[config.mk]
export PLATFORM = sky130hd
export DESIGN_NAME = tlbpt_csr
export DESIGN_NICKNAME = d
export VERILOG_FILES = /design/src/rtl/core/tlbpt_pkg.sv /design/src/rtl/core/tlbpt_csr.sv
export SDC_FILE = /design/constraint.sdc
export NUM_CORES = 1
export LEC_CHECK = 0
export ABC_AREA = 1
export BUFFER_PORTS_ARGS = -buffer_cell sky130_fd_sc_hd__buf_2
export CELL_PAD_IN_SITES_DETAIL_PLACEMENT = 0
export CELL_PAD_IN_SITES_GLOBAL_PLACEMENT = 1
export CORE_MARGIN = 2
export CORE_UTILIZATION = 25
export DETAILED_ROUTE_END_ITERATION = 10
export PLACE_DENSITY_LB_ADDON = 0.1
export REMOVE_ABC_BUFFERS = 1
export SYNTH_ARGS = -nofsm -noshare
export SYNTH_HDL_FRONTEND = slang
export SYNTH_SLANG_ARGS = --single-unit
export TNS_END_PERCENT = 50
[constraint.sdc]
create_clock -name clock -period 1.75 [get_ports clock]
set_clock_uncertainty 0.15 [all_clocks]
set_input_delay 0.525 -clock clock [delete_from_list [all_inputs] [get_ports clock]]
set_output_delay 0.525 -clock clock [all_outputs]
set_load 0.02 [all_outputs]
[src/rtl/core/tlbpt_pkg.sv]
// package for the page table translator: sizes, types and codes
`timescale 1ns / 1ps
package tlbpt_pkg;
   localparam int PAGE_BITS   = 8;
   localparam int FRAME_BITS  = 7;
   localparam int TLB_BITS    = 4;
   localparam int OFFSET_BITS = 8;
   localparam int STAMP_BITS  = 32;
   localparam int FRAME_COUNT = 1 << FRAME_BITS;
   localparam int TLB_DEPTH   = 1 << TLB_BITS;
   localparam int PAGE_COUNT  = 1 << PAGE_BITS;

   typedef logic [PAGE_BITS-1:0]  page_type;
   typedef logic [FRAME_BITS-1:0] frame_type;
   typedef logic [TLB_BITS-1:0]   slot_type;
   typedef logic [STAMP_BITS-1:0] stamp_type;

   // configuration register indexes
   localparam logic REG_FRAME_LIMIT = 1'b0;
   localparam logic REG_TLB_LIMIT   = 1'b1;

   // limits as effective counts, one bit wider than the index
   typedef struct packed {
      logic [FRAME_BITS:0] flim;
      logic [TLB_BITS:0]   tlim;
   } limits_type;
endpackage

[src/rtl/core/tlbpt_csr.sv]
// configuration registers and limit clamping
`timescale 1ns / 1ps
module tlbpt_csr (
   input  logic                   clock,
   input  logic                   reset,
   input  logic                   csr_psel,
   input  logic                   csr_penable,
   input  logic                   csr_pwrite,
   input  logic [2:0]             csr_paddr,
   input  logic [31:0]            csr_pwdata,
   output logic [31:0]            csr_prdata,
   output logic                   csr_pready,
   output tlbpt_pkg::limits_type  limits
);
   import tlbpt_pkg::*;
   logic [7:0] frame_limit_ff;
   logic [4:0] tlb_limit_ff;
   logic       wr;

   assign csr_pready = 1'b1;
   assign wr = csr_psel && csr_penable && csr_pwrite;

   always_ff @(posedge clock) begin
      if (reset) begin
         frame_limit_ff <= 8'd128;
         tlb_limit_ff   <= 5'd16;
      end else if (wr && csr_paddr[1:0] == 2'b00) begin
         unique case (csr_paddr[2])
            REG_FRAME_LIMIT: frame_limit_ff <= csr_pwdata[7:0];
            REG_TLB_LIMIT:   tlb_limit_ff   <= csr_pwdata[4:0];
            default: ;
         endcase
      end
   end

   always_comb begin
      csr_prdata = '0;
      if (csr_paddr[1:0] == 2'b00) begin
         unique case (csr_paddr[2])
            REG_FRAME_LIMIT: csr_prdata = {24'd0, frame_limit_ff};
            REG_TLB_LIMIT:   csr_prdata = {27'd0, tlb_limit_ff};
            default: csr_prdata = '0;
         endcase
      end
   end

   always_comb begin
      if (frame_limit_ff == 8'd0) limits.flim = (FRAME_BITS+1)'(1);
      else if (frame_limit_ff > 8'(FRAME_COUNT)) limits.flim = (FRAME_BITS+1)'(FRAME_COUNT);
      else limits.flim = frame_limit_ff[FRAME_BITS:0];
      if (tlb_limit_ff == 5'd0) limits.tlim = (TLB_BITS+1)'(1);
      else if (tlb_limit_ff > 5'(TLB_DEPTH)) limits.tlim = (TLB_BITS+1)'(TLB_DEPTH);
      else limits.tlim = tlb_limit_ff;
   end
endmodule

==> results.sh, run 1 <==
export IMPL_fin_area_um2=1610
export IMPL_setup_viol=18
export IMPL_die_area_um2=4940
export IMPL_crit_type="input pin to output port"
export IMPL_maxSlewViolCount=0
export IMPL_antenna_found_initial=0
export IMPL_yosys_area_share_simple_pct=34.5
export IMPL_h_tree_depth=1
export IMPL_worstSkewPairLatency_ps=240
export IMPL_io_buffers=36
export IMPL_cts_hold_buf=0
export IMPL_synth_ff_type="dfxtp_1"
export IMPL_antenna_cells=0
export IMPL_hpwlAfterDp_um=2100
export IMPL_vias_per_cell=4.07
export IMPL_holdPathStages=2
export IMPL_ant_nets=0
export IMPL_instances_no_fill=275
export IMPL_cts_made_buffers=3
export IMPL_max_cap_viol_count=0
export IMPL_synth_top_family_by_area="buffers and inverters"
export IMPL_hp_class="flip-flop to flip-flop"
export IMPL_grt_max_degree=16
export IMPL_rows=24
export IMPL_n_fill_cell=484
export IMPL_p_per_area_nw_per_um2=505
export IMPL_synth_xor_area_share_pct=0
export IMPL_synth_edf_count=0
export IMPL_p_leak_uw=0.000849
export IMPL_overflow=0
export IMPL_placedCellCount=265
export IMPL_vdd_ir_drop_max_uv=198
export IMPL_drive_gt1_share_pct=40.8
export IMPL_gp_congestion=0.738
export IMPL_crit_path_end_kind="output port"
export IMPL_grt_pass1_wl_um=4410
export IMPL_status="complete, but fails checks"
export IMPL_io_pins=86
export IMPL_core_area_um2=4290
export IMPL_cts_clk_slew_worst_paths_ps=60
export IMPL_wl_um=2900
export IMPL_synth_warning_count=0
export IMPL_synth_compound_area_share_pct=6.39
export IMPL_wl_per_cell_um=10.5
export IMPL_dpl_cell_area_um2=1300
export IMPL_final_min_clock_period_ps=1970
export IMPL_avgSynthCellArea_um2=6.34
export IMPL_fin_ws_ps=-220
export IMPL_synthAdderAreaFrac_pct=0
export IMPL_final_cell_mix="31 x inv_1, 31 x buf_4, 26 x nand2_1, 25 x conb_1, 20 x nor2_1"
export IMPL_drtPass1Iterations=4
export IMPL_reg2reg_depth=5
export IMPL_period_share_pct=113
export IMPL_cp_required_ps=1070
export IMPL_netlist_area_um2=1100
export IMPL_final_nets=264
export IMPL_start_util_pct=25.6
export IMPL_grtUsageTotal_pct=11.4
export IMPL_clk_path_buf_depth=2
export IMPL_cp_arrival_ps=1290
export IMPL_cp_start_kind="input pin"
export IMPL_violations="negative setup slack"
export IMPL_crit_fanout=5
export IMPL_final_hold_viol_count=0
export IMPL_grt_pass1_vias=968
export IMPL_drt_iter0_markers=22
export IMPL_seq_area_frac_synth_pct=23.7
export IMPL_drc=0
export IMPL_cts_tree="yes"
export IMPL_synthMuxAreaShare_pct=0
export IMPL_clock_sinks=13
export IMPL_ys_seq_elements=13
export IMPL_die_h_um=70.3
export IMPL_async_reset_ff_share_pct=0
export IMPL_area_delta_synth_final_pct=46.6
export IMPL_die_w_um=70.3
export IMPL_root_buffer="clkbuf_8"
export IMPL_tns_ps=-2940
export IMPL_num_vias=1120
export IMPL_synthCells=173
export IMPL_grt_setup_unrepaired="yes"
export IMPL_clock_fmax_ghz=0.508
export IMPL_synth_distinct_cells=20
## layer usage
layer	track usage (%)	wire (µm)	vias up
li1	-	-	576
met1	14.6	1270	492
met2	18.4	1370	50
met3	2.60	228	2
met4	4.91	28	0
met5	0	0	-
## final timing paths
| kind | startpoint | endpoint | slack [ps] |
|---|---|---|---|
| max reg2reg | frame_limit_ff[3] | frame_limit_ff[3] | 830 |
| min reg2reg | frame_limit_ff[7] | frame_limit_ff[7] | 370 |
| max | csr_paddr[1] | csr_prdata[7] | -220 |
| min | frame_limit_ff[7] | frame_limit_ff[7] | 370 |
## stage by stage
| stage | setup WS (ps) | hold slack [ps] | power [µW] | util, % |
|---|---|---|---|---|
| 5_1_grt | -264 | 394 | 855 | 37.5 |
| 4_1_cts | -192 | 368 | 791 | 33.3 |
| 3_3_place_gp | -234 | 348 | 493 | 30.3 |
| 6_report | -220 | 374 | 813 | 37.5 |
| 2_1_floorplan | -359 | 360 | 422 | - |
| 3_5_place_dp | -255 | 357 | 493 | 30.3 |
## cells in the mapped netlist, types with 2 or more instances
| cell type | count | area (µm²) |
|---|---|---|
| a21oi_1 | 9 | 45.0 |
| buf_4 | 27 | 203 |
| buf_6 | 3 | 33.8 |
| clkbuf_1 | 2 | 7.51 |
| conb_1 | 2 | 7.51 |
| dfxtp_1 | 13 | 260 |
| inv_1 | 33 | 124 |
| nand2_1 | 27 | 101 |
| nand3_1 | 3 | 15.0 |
| nand3_4 | 2 | 35.0 |
| nand4_1 | 14 | 87.6 |
| nor2_1 | 25 | 93.8 |
| nor3_1 | 3 | 15.0 |
| o21ai_0 | 4 | 20.0 |
## cells by family (layout without fill, tap and decap cells)
| kind of cell | count (synthesis) | count (layout) |
|---|---|---|
| and+or+nand+nor | 76 | 76 |
| buffers and inverters | 68 | 95 |
| DFF | 13 | 13 |
| AOI/OAI and AO/OA | 14 | 14 |
| other | 2 | 25 |
## report_power, final
group | total [µW] | internal, µW | leakage, µW | switching, µW
sequential | 303 | 300 | 0.000107 | 3.08
clock | 279 | 161 | 0.0000228 | 118
combinational | 231 | 82.4 | 0.000719 | 149
## worst max-delay path, stage by stage
cell and delay, ps:
buf_2 110, nor2_4 150, buf_12 160, inv_6 50, nor3_4 160, buf_6 140
## flip-flops by register name, summed over array words and instances (netlist names)
register / count
tlb_limit_ff: 5
frame_limit_ff: 8
## repair_timing
action	4_1_cts	5_1_grt
buffers inserted	3	2
cloned	0	1
setup endpoints to repair	18	18
gates resized for setup	25	39
pin swaps	3	7
## layout make-up
cell class	instances	area [µm²]	share of cell area, %
Multi-Input combinational cell	115	663	41.2
Clock buffer	4	45.0	2.80
Tap cell	52	65.1	4.04
Inverter	34	133	8.24
Timing Repair Buffer	57	438	27.2
Sequential cell	13	265	16.5
(Power assumes the default switching activity.)
==> run 2: changes to the inputs <==
CORE_MARGIN = not set   (was 2)
CORE_UTILIZATION = 26   (was 25)
clock period = 2.3 ns   (was 1.75 ns; I/O delays follow)
==> run 2 against run 1 <==
The flow still finishes with violations (negative setup slack); combinational power is 32% lower; critical path depth stayed put; core utilization is 2.7 points lower; die area is 9.1% lower; clock power is 25% lower; cell count is 2.5% lower; hold slack worse by 29 ps; clock-buffer cell count stayed put; register-to-register slack better by 650 ps; largest cell class unchanged; largest power group unchanged.
==> results.sh, run 2 (synthesis results as in run 1) <==
export IMPL_grt_max_degree=16
export IMPL_num_vias=1077
export IMPL_cts_clk_slew_worst_paths_ps=60
export IMPL_die_h_um=67.0
export IMPL_hp_class="flip-flop to flip-flop"
export IMPL_largest_register="frame_limit_ff"
export IMPL_layout_commonest_cell="inv_1"
export IMPL_crit_type="input pin to output port"
export IMPL_top_regs="frame_limit_ff (8), tlb_limit_ff (5)"
export IMPL_wl_per_cell_um=10.1
export IMPL_dpl_cell_area_um2=1280
export IMPL_cp_required_ps=1460
export IMPL_wl_um=2700
export IMPL_final_cell_mix="33 x inv_1, 30 x buf_2, 27 x nand2_1, 25 x nor2_1, 25 x conb_1"
export IMPL_vias_per_cell=4.02
export IMPL_h_tree_depth=1
export IMPL_setup_viol=1
export IMPL_maxSlewViolCount=0
export IMPL_cp_start_kind="input pin"
export IMPL_start_util_pct=27.2
export IMPL_area_delta_synth_final_pct=27.7
export IMPL_largest_reg_flops=8
export IMPL_final_hold_viol_count=0
export IMPL_io_buffers=36
export IMPL_ant_nets=0
export IMPL_crit_path_end_kind="output port"
export IMPL_critical_path_top_delay_family="buffers and inverters"
export IMPL_p_leak_uw=0.000808
export IMPL_die_w_um=67.0
export IMPL_period_share_pct=100
export IMPL_cp_arrival_ps=1470
export IMPL_drc=0
export IMPL_fin_ws_ps=-7.24
export IMPL_clock_sinks=13
export IMPL_final_min_clock_period_ps=2310
export IMPL_rows=23
export IMPL_die_area_um2=4480
export IMPL_max_stage_delay_ps=180
export IMPL_hpwlAfterDp_um=2030
export IMPL_max_cap_viol_count=0
export IMPL_fin_area_um2=1400
export IMPL_clk_path_buf_depth=2
export IMPL_final_nets=259
export IMPL_drive_gt1_share_pct=28.4
export IMPL_path_cells="buf_2 -> nor2_4 -> buf_12 -> o21ai_1 -> a21oi_1 -> buf_4"
export IMPL_power_uw=595
export IMPL_drtPass1Iterations=4
export IMPL_root_buffer="clkbuf_8"
export IMPL_core_area_um2=4030
export IMPL_clock_fmax_ghz=0.433
export IMPL_vdd_ir_drop_max_uv=144
export IMPL_cts_made_buffers=3
export IMPL_gp_congestion=0.685
export IMPL_worstSkewPairLatency_ps=240
export IMPL_tns_ps=-7.24
export IMPL_io_pins=86
export IMPL_grtUsageTotal_pct=12.8
export IMPL_r2r_setup_slack_ps=1480
export IMPL_grt_setup_unrepaired="yes"
export IMPL_crit_fanout=7
export IMPL_cts_hold_buf=0
export IMPL_p_per_area_nw_per_um2=425
export IMPL_violations="negative setup slack"
export IMPL_status="complete, but fails checks"
export IMPL_cts_tree="yes"
export IMPL_crit_path_top_delay_cell="a21oi_1"
export IMPL_grt_pass1_vias=975
export IMPL_antenna_cells=0
export IMPL_grt_pass1_wl_um=4310
export IMPL_overflow=0
export IMPL_drt_iter0_markers=22
export IMPL_antenna_found_initial=0
export IMPL_crit_buf_inv=3
-- run 2: changes by cell type in the layout (fill, tap and decap cells not counted), sizes merged --
cell / before / now
buf: 55 / 51
bufbuf: 0 / 1
clkbuf: 6 / 4
-- run 2: worst paths after layout --
path	start	endpoint	depth (start not counted)
hold / removal	frame_limit_ff[7]	frame_limit_ff[7]	2
setup / recovery	csr_paddr[1]	csr_prdata[4]	6
hold reg to reg	frame_limit_ff[7]	frame_limit_ff[7]	2
setup reg to reg	frame_limit_ff[6]	frame_limit_ff[6]	4
-- run 2: per-stage QoR --
step,hold slack [ps],worst slack [ps],util (%),instances
6_report,345,-7.24,34.8,268
5_1_grt,383,-29.2,34.8,268
4_1_cts,349,7.38,34.0,267
3_5_place_dp,338,-44.1,31.7,260
3_3_place_gp,345,-47.2,31.7,260
2_1_floorplan,360,-139,-,162
-- run 2: where the power goes --
part / total [µW] / switching (µW) / internal (µW)
registers: 230 / 1.77 / 228
logic: 156 / 101 / 54.5
clock network: 210 / 87.2 / 122
-- run 2: layout make-up --
class                      count  area [µm²]
fill                         459        2630
multi-input combinational    115         553
timing repair buffer          52         353
sequential                    13         260
inverter                      34         128
tap                           50        62.6
clock buffer                   4        45.0
-- run 2: repair_timing --
action | in CTS | in global routing
resized for setup | 2 | 8
endpoints found under the setup margin | 3 | 8
pin swaps | 1 | 1
setup buffers | 2 | 1
cloned | 1 | 0
endpoints found under the hold margin | 0 | 0
-- run 2: worst min-delay path, cell delays in order, from the launching register on --
cell	delay, ps
dfxtp_1	330
nand2_1	70
nand3_1	50
-- run 2: layer usage --
layer  wire length [µm]  track usage [%]  vias to the layer above
li1                   -                -                      568
met1               1270             16.1                      472
met2               1290             22.3                       35
met3                118             2.05                        2
met4                 18             3.19                        0
met5                  0                0                        -
